<file path="config.mk">
export PLATFORM = sky130hd
export DESIGN_NAME = abs_with_zero_crossing_insert_core
export DESIGN_NICKNAME = d
export VERILOG_FILES = /design/src/sv/azc_pkg.sv /design/src/sv/azc_csr.sv /design/src/sv/azc_ctrl.sv /design/src/sv/azc_dp.sv /design/src/sv/abs_with_zero_crossing_insert_core.sv
export SDC_FILE = /design/constraint.sdc
export NUM_CORES = 2
export LEC_CHECK = 0
export ABC_AREA = 1
export BUFFER_PORTS_ARGS = -buffer_cell sky130_fd_sc_hd__buf_4
export CAP_MARGIN = 0
export CORE_MARGIN = 2
export CORE_UTILIZATION = 40
export CTS_CLUSTER_DIAMETER = 80
export DETAILED_ROUTE_END_ITERATION = 16
export GPL_ROUTABILITY_DRIVEN = 0
export GPL_TIMING_DRIVEN = 0
export PLACE_DENSITY = 0.56
export SLEW_MARGIN = 25
export SYNTH_ARGS = -nofsm -noshare
export SYNTH_HDL_FRONTEND = slang
export SYNTH_HIERARCHICAL = 1
export SYNTH_SLANG_ARGS = --single-unit
</file>
<file path="constraint.sdc">
create_clock -name clock -period 49 [get_ports clock]
set_input_delay 7.35 -clock clock [delete_from_list [all_inputs] [get_ports clock]]
set_output_delay 7.35 -clock clock [all_outputs]
set_load 0.02 [all_outputs]
</file>
<file path="src/sv/azc_pkg.sv">
package azc_pkg;

   // Widths of the transaction fields: time width fixed, value width a default
   localparam int TIME_W = 63;
   localparam int VALUE_WIDTH_DEF = 32;

   // Register port
   localparam int CSR_ADDR_W = 3;
   localparam int CSR_DATA_W = 32;
   localparam int CSR_IDX_W = CSR_ADDR_W - 2;
   localparam logic [CSR_IDX_W-1:0] REG_LINEAR_MODE = '0;
   localparam logic LINEAR_MODE_RESET = 1'b1;

   // Commands from the controller to the datapath
   typedef struct packed {
      logic capture;
      logic mul_step;
      logic div_init;
      logic div_step;
      logic load_cross;
      logic load_sample;
   } cmd_type;

   // Status from the datapath to the controller
   typedef struct packed {
      logic cross_needed;
      logic keep_cross;
      logic out_free;
   } sts_type;

endpackage

</file>
<file path="src/sv/azc_csr.sv">
module azc_csr (
   input  logic                               clock,
   input  logic                               reset,
   input  logic                               psel,
   input  logic                               penable,
   input  logic                               pwrite,
   input  logic [azc_pkg::CSR_ADDR_W-1:0]     paddr,
   input  logic [azc_pkg::CSR_DATA_W-1:0]     pwdata,
   output logic [azc_pkg::CSR_DATA_W-1:0]     prdata,
   output logic                               pready,
   output logic                               linear_mode
);

   logic                              linear_mode_ff;
   logic                              linear_mode_in;
   logic [azc_pkg::CSR_IDX_W-1:0]     reg_idx;
   logic                              wr_en;

   assign reg_idx = paddr[azc_pkg::CSR_ADDR_W-1:2];
   assign wr_en   = psel & penable & pwrite;
   assign pready  = 1'b1;

   always_comb begin
      linear_mode_in = linear_mode_ff;
      if (wr_en && (reg_idx == azc_pkg::REG_LINEAR_MODE)) begin
         linear_mode_in = pwdata[0];
      end
   end

   always_ff @(posedge clock) begin
      if (reset) begin
         linear_mode_ff <= azc_pkg::LINEAR_MODE_RESET;
      end else begin
         linear_mode_ff <= linear_mode_in;
      end
   end

   always_comb begin
      prdata = '0;
      if (reg_idx == azc_pkg::REG_LINEAR_MODE) begin
         prdata[0] = linear_mode_ff;
      end
   end

   assign linear_mode = linear_mode_ff;

endmodule

</file>
<file path="src/sv/azc_ctrl.sv">
module azc_ctrl #(
   parameter int VALUE_WIDTH = azc_pkg::VALUE_WIDTH_DEF
) (
   input  logic              clock,
   input  logic              reset,
   input  logic              req_valid,
   output logic              req_ready,
   input  azc_pkg::sts_type  sts,
   output azc_pkg::cmd_type  cmd
);

   localparam int MAX_STEPS = (VALUE_WIDTH > azc_pkg::TIME_W) ? VALUE_WIDTH : azc_pkg::TIME_W;
   localparam int CNT_W = $clog2(MAX_STEPS);
   localparam logic [CNT_W-1:0] MUL_LAST = CNT_W'(VALUE_WIDTH - 1);
   localparam logic [CNT_W-1:0] DIV_LAST = CNT_W'(azc_pkg::TIME_W - 1);

   typedef enum logic [5:0] {
      S_IDLE   = 6'b000001,
      S_MUL    = 6'b000010,
      S_DINIT  = 6'b000100,
      S_DIV    = 6'b001000,
      S_CROSS  = 6'b010000,
      S_SAMPLE = 6'b100000
   } state_type;

   state_type        state_ff;
   state_type        state_in;
   logic [CNT_W-1:0] cnt_ff;
   logic [CNT_W-1:0] cnt_in;

   always_comb begin
      state_in  = state_ff;
      cnt_in    = cnt_ff;
      cmd       = '0;
      req_ready = 1'b0;
      case (state_ff)
         S_IDLE: begin
            req_ready = 1'b1;
            cnt_in    = '0;
            if (req_valid) begin
               cmd.capture = 1'b1;
               state_in    = sts.cross_needed ? S_MUL : S_SAMPLE;
            end
         end
         S_MUL: begin
            cmd.mul_step = 1'b1;
            cnt_in       = cnt_ff + 1'b1;
            if (cnt_ff == MUL_LAST) begin
               state_in = S_DINIT;
            end
         end
         S_DINIT: begin
            cmd.div_init = 1'b1;
            cnt_in       = '0;
            state_in     = S_DIV;
         end
         S_DIV: begin
            cmd.div_step = 1'b1;
            cnt_in       = cnt_ff + 1'b1;
            if (cnt_ff == DIV_LAST) begin
               state_in = S_CROSS;
            end
         end
         S_CROSS: begin
            // drop a crossing that lands on either end
            if (!sts.keep_cross) begin
               state_in = S_SAMPLE;
            end else if (sts.out_free) begin
               cmd.load_cross = 1'b1;
               state_in       = S_SAMPLE;
            end
         end
         S_SAMPLE: begin
            if (sts.out_free) begin
               cmd.load_sample = 1'b1;
               state_in        = S_IDLE;
            end
         end
         default: begin
            state_in = S_IDLE;
         end
      endcase
   end

   always_ff @(posedge clock) begin
      if (reset) begin
         state_ff <= S_IDLE;
         cnt_ff   <= '0;
      end else begin
         state_ff <= state_in;
         cnt_ff   <= cnt_in;
      end
   end

endmodule

</file>
<file path="src/sv/azc_dp.sv">
module azc_dp #(
   parameter int VALUE_WIDTH = azc_pkg::VALUE_WIDTH_DEF
) (
   input  logic                          clock,
   input  logic                          reset,
   input  azc_pkg::cmd_type              cmd,
   output azc_pkg::sts_type              sts,
   input  logic                          linear_mode,
   input  logic [VALUE_WIDTH-1:0]        req_sample_value,
   input  logic [azc_pkg::TIME_W-1:0]    req_sample_time,
   input  logic                          req_first_of_sequence,
   output logic                          rsp_valid,
   input  logic                          rsp_ready,
   output logic [VALUE_WIDTH-2:0]        rsp_out_value,
   output logic [azc_pkg::TIME_W-1:0]    rsp_out_time,
   output logic                          rsp_is_crossing,
   output logic                          rsp_last_of_run
);

   localparam int TW     = azc_pkg::TIME_W;
   localparam int MAG_W  = VALUE_WIDTH;
   localparam int SUM_W  = VALUE_WIDTH + 1;
   localparam int PROD_W = TW + MAG_W;

   // previous sample of the sequence
   logic [VALUE_WIDTH-1:0] prev_value_ff, prev_value_in;
   logic [TW-1:0]          prev_time_ff, prev_time_in;
   logic                   have_prev_ff, have_prev_in;

   // working registers of the current transaction
   logic [TW-1:0]          t1_ff, t1_in;
   logic [TW-1:0]          t2_ff, t2_in;
   logic                   back_ff, back_in;
   logic [TW-1:0]          d_ff, d_in;
   logic [MAG_W-1:0]       a_ff, a_in;
   logic [SUM_W-1:0]       s_ff, s_in;
   logic [VALUE_WIDTH-2:0] sat_ff, sat_in;
   logic [PROD_W-1:0]      acc_ff, acc_in;
   logic [SUM_W-1:0]       rem_ff, rem_in;
   logic [TW-1:0]          dq_ff, dq_in;

   // result register
   logic                   rsp_valid_ff, rsp_valid_in;
   logic [VALUE_WIDTH-2:0] out_value_ff, out_value_in;
   logic [TW-1:0]          out_time_ff, out_time_in;
   logic                   is_crossing_ff, is_crossing_in;
   logic                   last_of_run_ff, last_of_run_in;

   logic [MAG_W-1:0]       mag_prev;
   logic [MAG_W-1:0]       mag_new;
   logic                   prev_nz;
   logic                   new_nz;
   logic                   new_back;
   logic [SUM_W:0]         rem_shift;
   logic [SUM_W:0]         rem_diff;
   logic                   rem_ge;
   logic [TW-1:0]          t_cross;

   assign mag_prev = prev_value_ff[VALUE_WIDTH-1] ? (~prev_value_ff + 1'b1) : prev_value_ff;
   assign mag_new  = req_sample_value[VALUE_WIDTH-1] ?
                     (~req_sample_value + 1'b1) : req_sample_value;
   assign prev_nz  = |prev_value_ff;
   assign new_nz   = |req_sample_value;
   assign new_back = req_sample_time < prev_time_ff;

   assign sts.cross_needed = linear_mode & have_prev_ff & ~req_first_of_sequence &
                             prev_nz & new_nz &
                             (prev_value_ff[VALUE_WIDTH-1] ^ req_sample_value[VALUE_WIDTH-1]);

   // restoring division step
   assign rem_shift = {rem_ff, dq_ff[TW-1]};
   assign rem_diff  = rem_shift - {1'b0, s_ff};
   assign rem_ge    = rem_shift >= {1'b0, s_ff};

   assign t_cross        = back_ff ? (t1_ff - dq_ff) : (t1_ff + dq_ff);
   assign sts.keep_cross = (t_cross != t1_ff) && (t_cross != t2_ff);
   assign sts.out_free   = ~rsp_valid_ff | rsp_ready;

   always_comb begin
      prev_value_in  = prev_value_ff;
      prev_time_in   = prev_time_ff;
      have_prev_in   = have_prev_ff;
      t1_in          = t1_ff;
      t2_in          = t2_ff;
      back_in        = back_ff;
      d_in           = d_ff;
      a_in           = a_ff;
      s_in           = s_ff;
      sat_in         = sat_ff;
      acc_in         = acc_ff;
      rem_in         = rem_ff;
      dq_in          = dq_ff;
      rsp_valid_in   = rsp_valid_ff & ~rsp_ready;
      out_value_in   = out_value_ff;
      out_time_in    = out_time_ff;
      is_crossing_in = is_crossing_ff;
      last_of_run_in = last_of_run_ff;

      if (cmd.capture) begin
         t1_in         = prev_time_ff;
         t2_in         = req_sample_time;
         back_in       = new_back;
         d_in          = new_back ? (prev_time_ff - req_sample_time) :
                                    (req_sample_time - prev_time_ff);
         a_in          = mag_prev;
         s_in          = {1'b0, mag_prev} + {1'b0, mag_new};
         sat_in        = mag_new[MAG_W-1] ? '1 : mag_new[MAG_W-2:0];
         acc_in        = '0;
         prev_value_in = req_sample_value;
         prev_time_in  = req_sample_time;
         have_prev_in  = 1'b1;
      end

      // shift-add multiply, most significant bit of the magnitude first
      if (cmd.mul_step) begin
         acc_in = (acc_ff << 1) + (a_ff[MAG_W-1] ? PROD_W'(d_ff) : '0);
         a_in   = a_ff << 1;
      end

      // upper product bits stay below the divisor since the quotient fits the time width
      if (cmd.div_init) begin
         rem_in = SUM_W'(acc_ff[PROD_W-1:TW]);
         dq_in  = acc_ff[TW-1:0];
      end

      if (cmd.div_step) begin
         rem_in = rem_ge ? rem_diff[SUM_W-1:0] : rem_shift[SUM_W-1:0];
         dq_in  = {dq_ff[TW-2:0], rem_ge};
      end

      if (cmd.load_cross) begin
         rsp_valid_in   = 1'b1;
         out_value_in   = '0;
         out_time_in    = t_cross;
         is_crossing_in = 1'b1;
         last_of_run_in = 1'b0;
      end

      if (cmd.load_sample) begin
         rsp_valid_in   = 1'b1;
         out_value_in   = sat_ff;
         out_time_in    = t2_ff;
         is_crossing_in = 1'b0;
         last_of_run_in = 1'b1;
      end
   end

   always_ff @(posedge clock) begin
      if (reset) begin
         have_prev_ff <= 1'b0;
         rsp_valid_ff <= 1'b0;
      end else begin
         have_prev_ff <= have_prev_in;
         rsp_valid_ff <= rsp_valid_in;
      end
   end

   always_ff @(posedge clock) begin
      prev_value_ff  <= prev_value_in;
      prev_time_ff   <= prev_time_in;
      t1_ff          <= t1_in;
      t2_ff          <= t2_in;
      back_ff        <= back_in;
      d_ff           <= d_in;
      a_ff           <= a_in;
      s_ff           <= s_in;
      sat_ff         <= sat_in;
      acc_ff         <= acc_in;
      rem_ff         <= rem_in;
      dq_ff          <= dq_in;
      out_value_ff   <= out_value_in;
      out_time_ff    <= out_time_in;
      is_crossing_ff <= is_crossing_in;
      last_of_run_ff <= last_of_run_in;
   end

   assign rsp_valid       = rsp_valid_ff;
   assign rsp_out_value   = out_value_ff;
   assign rsp_out_time    = out_time_ff;
   assign rsp_is_crossing = is_crossing_ff;
   assign rsp_last_of_run = last_of_run_ff;

endmodule

</file>
<file path="src/sv/abs_with_zero_crossing_insert_core.sv">
// Plain sample: after acceptance the sample state loads the result into the output register
// once it is free, then returns to idle. Sign change in linear mode: a serial shift-add
// multiply, a divider load, a serial restoring divide over the time width, then the crossing
// result (unless it lands on either end) and the sample result are loaded in turn.
// A waiting result sits in the output register while the next transaction is accepted.
// Synchronous active-high reset: no previous sample, linear mode on, output empty.
module abs_with_zero_crossing_insert_core #(
   parameter int VALUE_WIDTH = azc_pkg::VALUE_WIDTH_DEF
) (
   input  logic                              clock,
   input  logic                              reset,
   input  logic                              req_valid,
   output logic                              req_ready,
   input  logic [VALUE_WIDTH-1:0]            req_sample_value,
   input  logic [azc_pkg::TIME_W-1:0]        req_sample_time,
   input  logic                              req_first_of_sequence,
   output logic                              rsp_valid,
   input  logic                              rsp_ready,
   output logic [VALUE_WIDTH-2:0]            rsp_out_value,
   output logic [azc_pkg::TIME_W-1:0]        rsp_out_time,
   output logic                              rsp_is_crossing,
   output logic                              rsp_last_of_run,
   input  logic                              psel,
   input  logic                              penable,
   input  logic                              pwrite,
   input  logic [azc_pkg::CSR_ADDR_W-1:0]    paddr,
   input  logic [azc_pkg::CSR_DATA_W-1:0]    pwdata,
   output logic [azc_pkg::CSR_DATA_W-1:0]    prdata,
   output logic                              pready
);

   azc_pkg::cmd_type cmd;
   azc_pkg::sts_type sts;
   logic             linear_mode;

   azc_csr u_csr (
      .clock       (clock),
      .reset       (reset),
      .psel        (psel),
      .penable     (penable),
      .pwrite      (pwrite),
      .paddr       (paddr),
      .pwdata      (pwdata),
      .prdata      (prdata),
      .pready      (pready),
      .linear_mode (linear_mode)
   );

   azc_ctrl #(
      .VALUE_WIDTH (VALUE_WIDTH)
   ) u_ctrl (
      .clock     (clock),
      .reset     (reset),
      .req_valid (req_valid),
      .req_ready (req_ready),
      .sts       (sts),
      .cmd       (cmd)
   );

   azc_dp #(
      .VALUE_WIDTH (VALUE_WIDTH)
   ) u_dp (
      .clock                 (clock),
      .reset                 (reset),
      .cmd                   (cmd),
      .sts                   (sts),
      .linear_mode           (linear_mode),
      .req_sample_value      (req_sample_value),
      .req_sample_time       (req_sample_time),
      .req_first_of_sequence (req_first_of_sequence),
      .rsp_valid             (rsp_valid),
      .rsp_ready             (rsp_ready),
      .rsp_out_value         (rsp_out_value),
      .rsp_out_time          (rsp_out_time),
      .rsp_is_crossing       (rsp_is_crossing),
      .rsp_last_of_run       (rsp_last_of_run)
   );

endmodule

</file>
Yosys cells after proc, flatten, opt, wreduce, memory -nomap -nowiden
Index checks and enable logic that the tools add are counted.
- add/subtract/negate cells: 10
- $lt $le $gt $ge: 2
- eq/ne operators: 15
- multiplexer cells: 40
- bitwise gates (word level): 16
- reduce and logical (&&, ||, !) cells: 11
- operators by type and width (cell ; number):
    $mux W63 ; 7
    $mux W95 ; 2
    $sub A63 B63 Y63 ; 3
    $mux W32 ; 4
    $ne A63 B63 Y1 ; 2
    $mux W33 ; 3
    $add A95 B95 Y95 ; 1
    $add A32 B1 Y32 const B ; 2
    $not A32 Y32 ; 2
    $reduce_or A32 Y1 ; 2
    $add A63 B63 Y63 ; 1
    $lt A63 B63 Y1 ; 1
    $mux W31 ; 2
    $mux W6 ; 7
    $pmux W6 S6 ; 1
    $ge A34 B33 Y1 ; 1
    $add A32 B32 Y33 ; 1
    $sub A33 B33 Y33 ; 1
    $mux W1 ; 13
    $eq A6 B5 Y1 const B ; 2
    $eq A6 B6 Y1 const B ; 2
    $pmux W6 S2 ; 1
    $and A1 B1 Y1 ; 8
    $reduce_bool A2 Y1 ; 4
    14 further kinds ; 21
- bits in registers: 620
- input bits: 138
- word-level logic and storage cells: 115

Longest topological paths before layout
- depth in word-level cells: 8
- depth in mapped cells: 41
- depth with buffers taken out: 41

Modules after synthesis
Netlist, hierarchy kept.
- modules (own cells, without submodules) (module ; times used ; cells each ; area an instance (um^2)):
    azc_dp ; 1 ; 7287 ; 51809.7
    azc_ctrl ; 1 ; 122 ; 797.0
    azc_csr ; 1 ; 46 ; 314.1

Worst setup path before layout
OpenSTA, ideal clock, no wires.
- kind: input port to flip-flop
- start point: input port req_valid
- end point: register u_dp.a_ff[10] (enable)
- setup time: 490 ps
- data arrival time: 23912 ps
- required time: 48510 ps
- setup slack: 24598 ps
- stages: 4
- cells stage by stage: inv_1 -> nor2_1 -> inv_1 -> nand2_1
- RTL lines (what ; RTL line ; text):
    start: declaration ; abs_with_zero_crossing_insert_core.sv:12 ; input logic req_valid,
    end signal: assignment ; azc_dp.sv:165 ; a_ff <= a_in;
    end: declaration ; azc_dp.sv:35 ; logic [MAG_W-1:0] a_ff, a_in;

Final worst setup path
- start point: input port paddr[2] (netlist name)
- end point: output port prdata[0] (netlist name)
- longest elaborated chain between the ends: 1
- ends and longest elaborated chain (what ; RTL line ; text):
    start: declaration ; abs_with_zero_crossing_insert_core.sv:26 ; input logic [azc_pkg::CSR_ADDR_W-1:0] paddr,
    $mux W1 ; azc_csr.sv:40 ; if (reg_idx == azc_pkg::REG_LINEAR_MODE) begin
    end: declaration ; abs_with_zero_crossing_insert_core.sv:28 ; output logic [azc_pkg::CSR_DATA_W-1:0] prdata,
Every way passes these cells.

==> results.md <==
- Status: finished, final reports clean
- 1st-iter DRT viols: between 6000 and 7000
- WP data arrival: slightly below 8 ns
- H-tree depth: 3
- Worst hold path class: reg -> reg
- Fmax: ~66 MHz
- First-pass GRT wire length: 301400 µm
- Final instance area: roughly 60000 µm²
- Hold path cells: 2
- WS Path Type: in -> out
- DR vias/cell: 5.447
- CP required: around 42 ns
- Synth unique cells: 72
- Syn avg cell area: between 7 and 8 µm²
- Sequential-to-total area share from yosys stat: a little over a third
- Standard-cell row count: around 130
- Synth Instances: 7455
- Port-buffer cells: 203
- Skew-Pair Late Insertion Delay: between 0.7 and 0.8 ns
- Most frequent cell after synthesis: nand2_1
- Total power after layout: 3.531 mW
- Hold path startpoint: u_dp/rsp_last_of_run
- PwrDens: between 50 and 60 nW/µm²
- Dominant cell type by area after synthesis: edfxtp_1
- Critical Path Start Type: input port
- Worst-path maximum fanout: 2
- GR met3 Demand/Resource: between 6 and 7%
- Worst Tran Pin Value: around 1.1 ns
- RSZ-0062 raised after global routing: false
- Max Slew Vio Count: 0
- Leak pwr: 28.23 nW
- Via count: 52390
- Hold endpoint: u_dp/rsp_last_of_run
- Synthesis-to-finish area growth: 13.53%
- DRT antenna net count: 0
- Worst reg2reg path depth: 29
- Initial Util: between 40% and 50%
- Post-Place Cell Area: roughly 57000 µm²
- DIE HEIGHT: around 370 µm
- Post-synth EDFFs: roughly 600
- Vias in the first global route: between 40000 and 50000
- Max Cap Violations: 0
- Final Cycle Share: a little under a third
- Num Clock Sinks: 620
- Grt total ovfl: 0
- Register area: around 18000 µm²
- Drt drc: 0
- Final Hold Viols: 0
- Yosys reg bits: a little over 600
- Initial antenna violation count: 9
- Detailed Place HPWL: 172600 µm
- Total Routed Length: a little over 200000 µm
- Crit Reg-Reg Startpoint: u_dp/dq_ff[0]
- Crit. End Element: output pin
- Root Buffer: clkbuf_16
- Max Buffers Root-to-Sink: 3
- WHS: 0.4556 ns
- Inserted Diodes: 0
- Fillers: ~14000
- Largest net degree at the start of global routing: 50
- Yosys top cell area share: between 30% and 40%
- GRT Overall Usage: between 20% and 30%
- Inserted Clock Buffers: just over 80
- Hold-fix buffers at CTS: 0
- Die Area: around 140000 µm²
- Async set-reset flop share out of synthesis: 0%
- Commonest cells in the netlist: nand2_1 (1758), inv_1 (1308), nor2_1 (767)
- Worst-path clk slew: about 0.050 ns
- M2 GR Usage: between 40% and 50%
- Relative slew slack: 24.49%
- DIE WIDTH: between 300 and 400 µm
- Layout cells sized above 1: slightly below 8%
- Final TNS setup: 0 ns
- Routed len/inst: ~21 µm
- Reg-to-reg slack, setup: around 41 ns
- Multi-input gate area: approximately 29000 µm²
- Top Ports: roughly 270
- CTS tree: yes
- Core area: between 100000 and 150000 µm²
- Quantity of gates resized following cts: 0
- Maximum vdd ir drop: about 31 µV
- R2R Path End: u_dp/rsp_out_time[46]
- # Post-CTS Setup Buffers: 0
- Mapped Area: around 53000 µm²
- GRT met1 Usage: 41.10%
- Initial DRT Pass Iterations: 9
- Min Tclk post-route: ~15 ns
- Final Net Count: between 8000 and 9000
- Yosys warns: 6
- Setup violators final: 0
- Main flop type after synthesis: edfxtp_1
- Top post-synthesis cells by area: edfxtp_1 (34%), nand2_1 (12%), inv_1 (9.3%)
- Clock Skew: approximately 0.057 ns
- Most used routing layer: met2
==> worst max-delay path by stage <==
stage | startpoint | end | slack [ns] | cells past startpoint
5_1_grt | paddr[2] | prdata[0] | 33.90 | 3
2_1_floorplan | req_valid | u_dp/a_ff[10] | 24.60 | 4
4_1_cts | paddr[2] | prdata[0] | 33.94 | 3
3_5_place_dp | paddr[2] | prdata[0] | 33.95 | 3
6_report | paddr[2] | prdata[0] | 33.95 | 3
3_3_place_gp | req_valid | u_dp/acc_ff[49] | 12.60 | 5
==> cell type report <==
cell class,count,share of cell area [%]
Sequential cell,620,30.69
Multi-Input combinational cell,5369,47.87
Inverter,1344,8.397
Clock buffer,98,3.617
Clock inverter,58,1.093
Tap cell,1755,3.655
Buffer,152,1.370
Timing Repair Buffer,222,3.307
==> cell usage in the layout (no fill, tap or decap), types with 27 or more instances in the layout <==
| cell type | Yosys | routed |
|---|---|---|
| a21oi_1 | 591 | 591 |
| o21a_1 | 55 | 55 |
| nand2_2 | 38 | 38 |
| nor3_1 | 66 | 66 |
| nand4_1 | 58 | 58 |
| inv_2 | 30 | 30 |
| ha_1 | 319 | 319 |
| clkbuf_1 | 67 | 72 |
| xnor2_1 | 67 | 67 |
| nor4_1 | 42 | 42 |
| o21ai_1 | 48 | 48 |
| nand3_1 | 456 | 456 |
| nand3b_1 | 44 | 44 |
| o21ai_0 | 447 | 447 |
| conb_1 | 2 | 32 |
| clkbuf_16 | 0 | 83 |
| edfxtp_1 | 602 | 602 |
| a21o_1 | 27 | 27 |
| a31oi_1 | 56 | 56 |
| o21bai_1 | 29 | 29 |
| nand2_1 | 1758 | 1756 |
| buf_4 | 38 | 241 |
| xor2_1 | 217 | 217 |
| nor2_1 | 767 | 766 |
| inv_1 | 1308 | 1308 |
==> metrics by stage <==
step                util (%)  cells  worst slack [ns]
global route           45.70   9618             33.90
detailed placement     43.55   9462             33.95
CTS                    45.70   9618             33.94
global placement       43.17   9443             12.60
finish                 45.70   9618             33.95
floorplan                  -   7485             24.60
==> cell families (layout without fill, tap and decap cells) <==
family	after synthesis	count (layout)	share of synthesized area, %
DFF	620	620	34.84
xor gates and xnor gates	289	289	4.901
adders and majority gates	325	325	7.769
AOI/OAI and AO/OA	1374	1374	14.49
buffers and inverters	1496	1874	11.07
and+or+nand+nor	3342	3342	26.79
muxes	7	7	0.1324
other	2	32	0.01419
==> layer usage <==
| layer | wire, µm | part of all wire [%] |
|---|---|---|
| met4 | 9188 | 4.4 |
| met1 | 88840 | 43 |
| met5 | 0 | 0 |
| met3 | 21760 | 11 |
| met2 | 87000 | 42 |
==> power breakdown <==
part | internal, mW | leakage (nW) | switching [mW]
registers | 0.803 | 5.77 | 0.0889
logic | 0.602 | 21.1 | 1.41
clock network | 0.361 | 1.35 | 0.267
==> worst max-delay path, cell delays in order <==
cell,delay [ns]
buf_4,0.12
nor2_1,0.09
buf_4,0.14
==> sequential cells by signal (all words and copies together) (netlist names), 31 cells and up <==
signal              cells
u_dp/t1_ff             63
u_dp/rsp_out_value     31
u_dp/s_ff              33
u_dp/prev_value_ff     32
u_dp/d_ff              63
u_dp/rsp_out_time      63
u_dp/a_ff              32
u_dp/t2_ff             63
u_dp/sat_ff            31
u_dp/rem_ff            33
u_dp/dq_ff             63
u_dp/acc_ff            95
No activity file was read; power rests on OpenSTA's default activity.
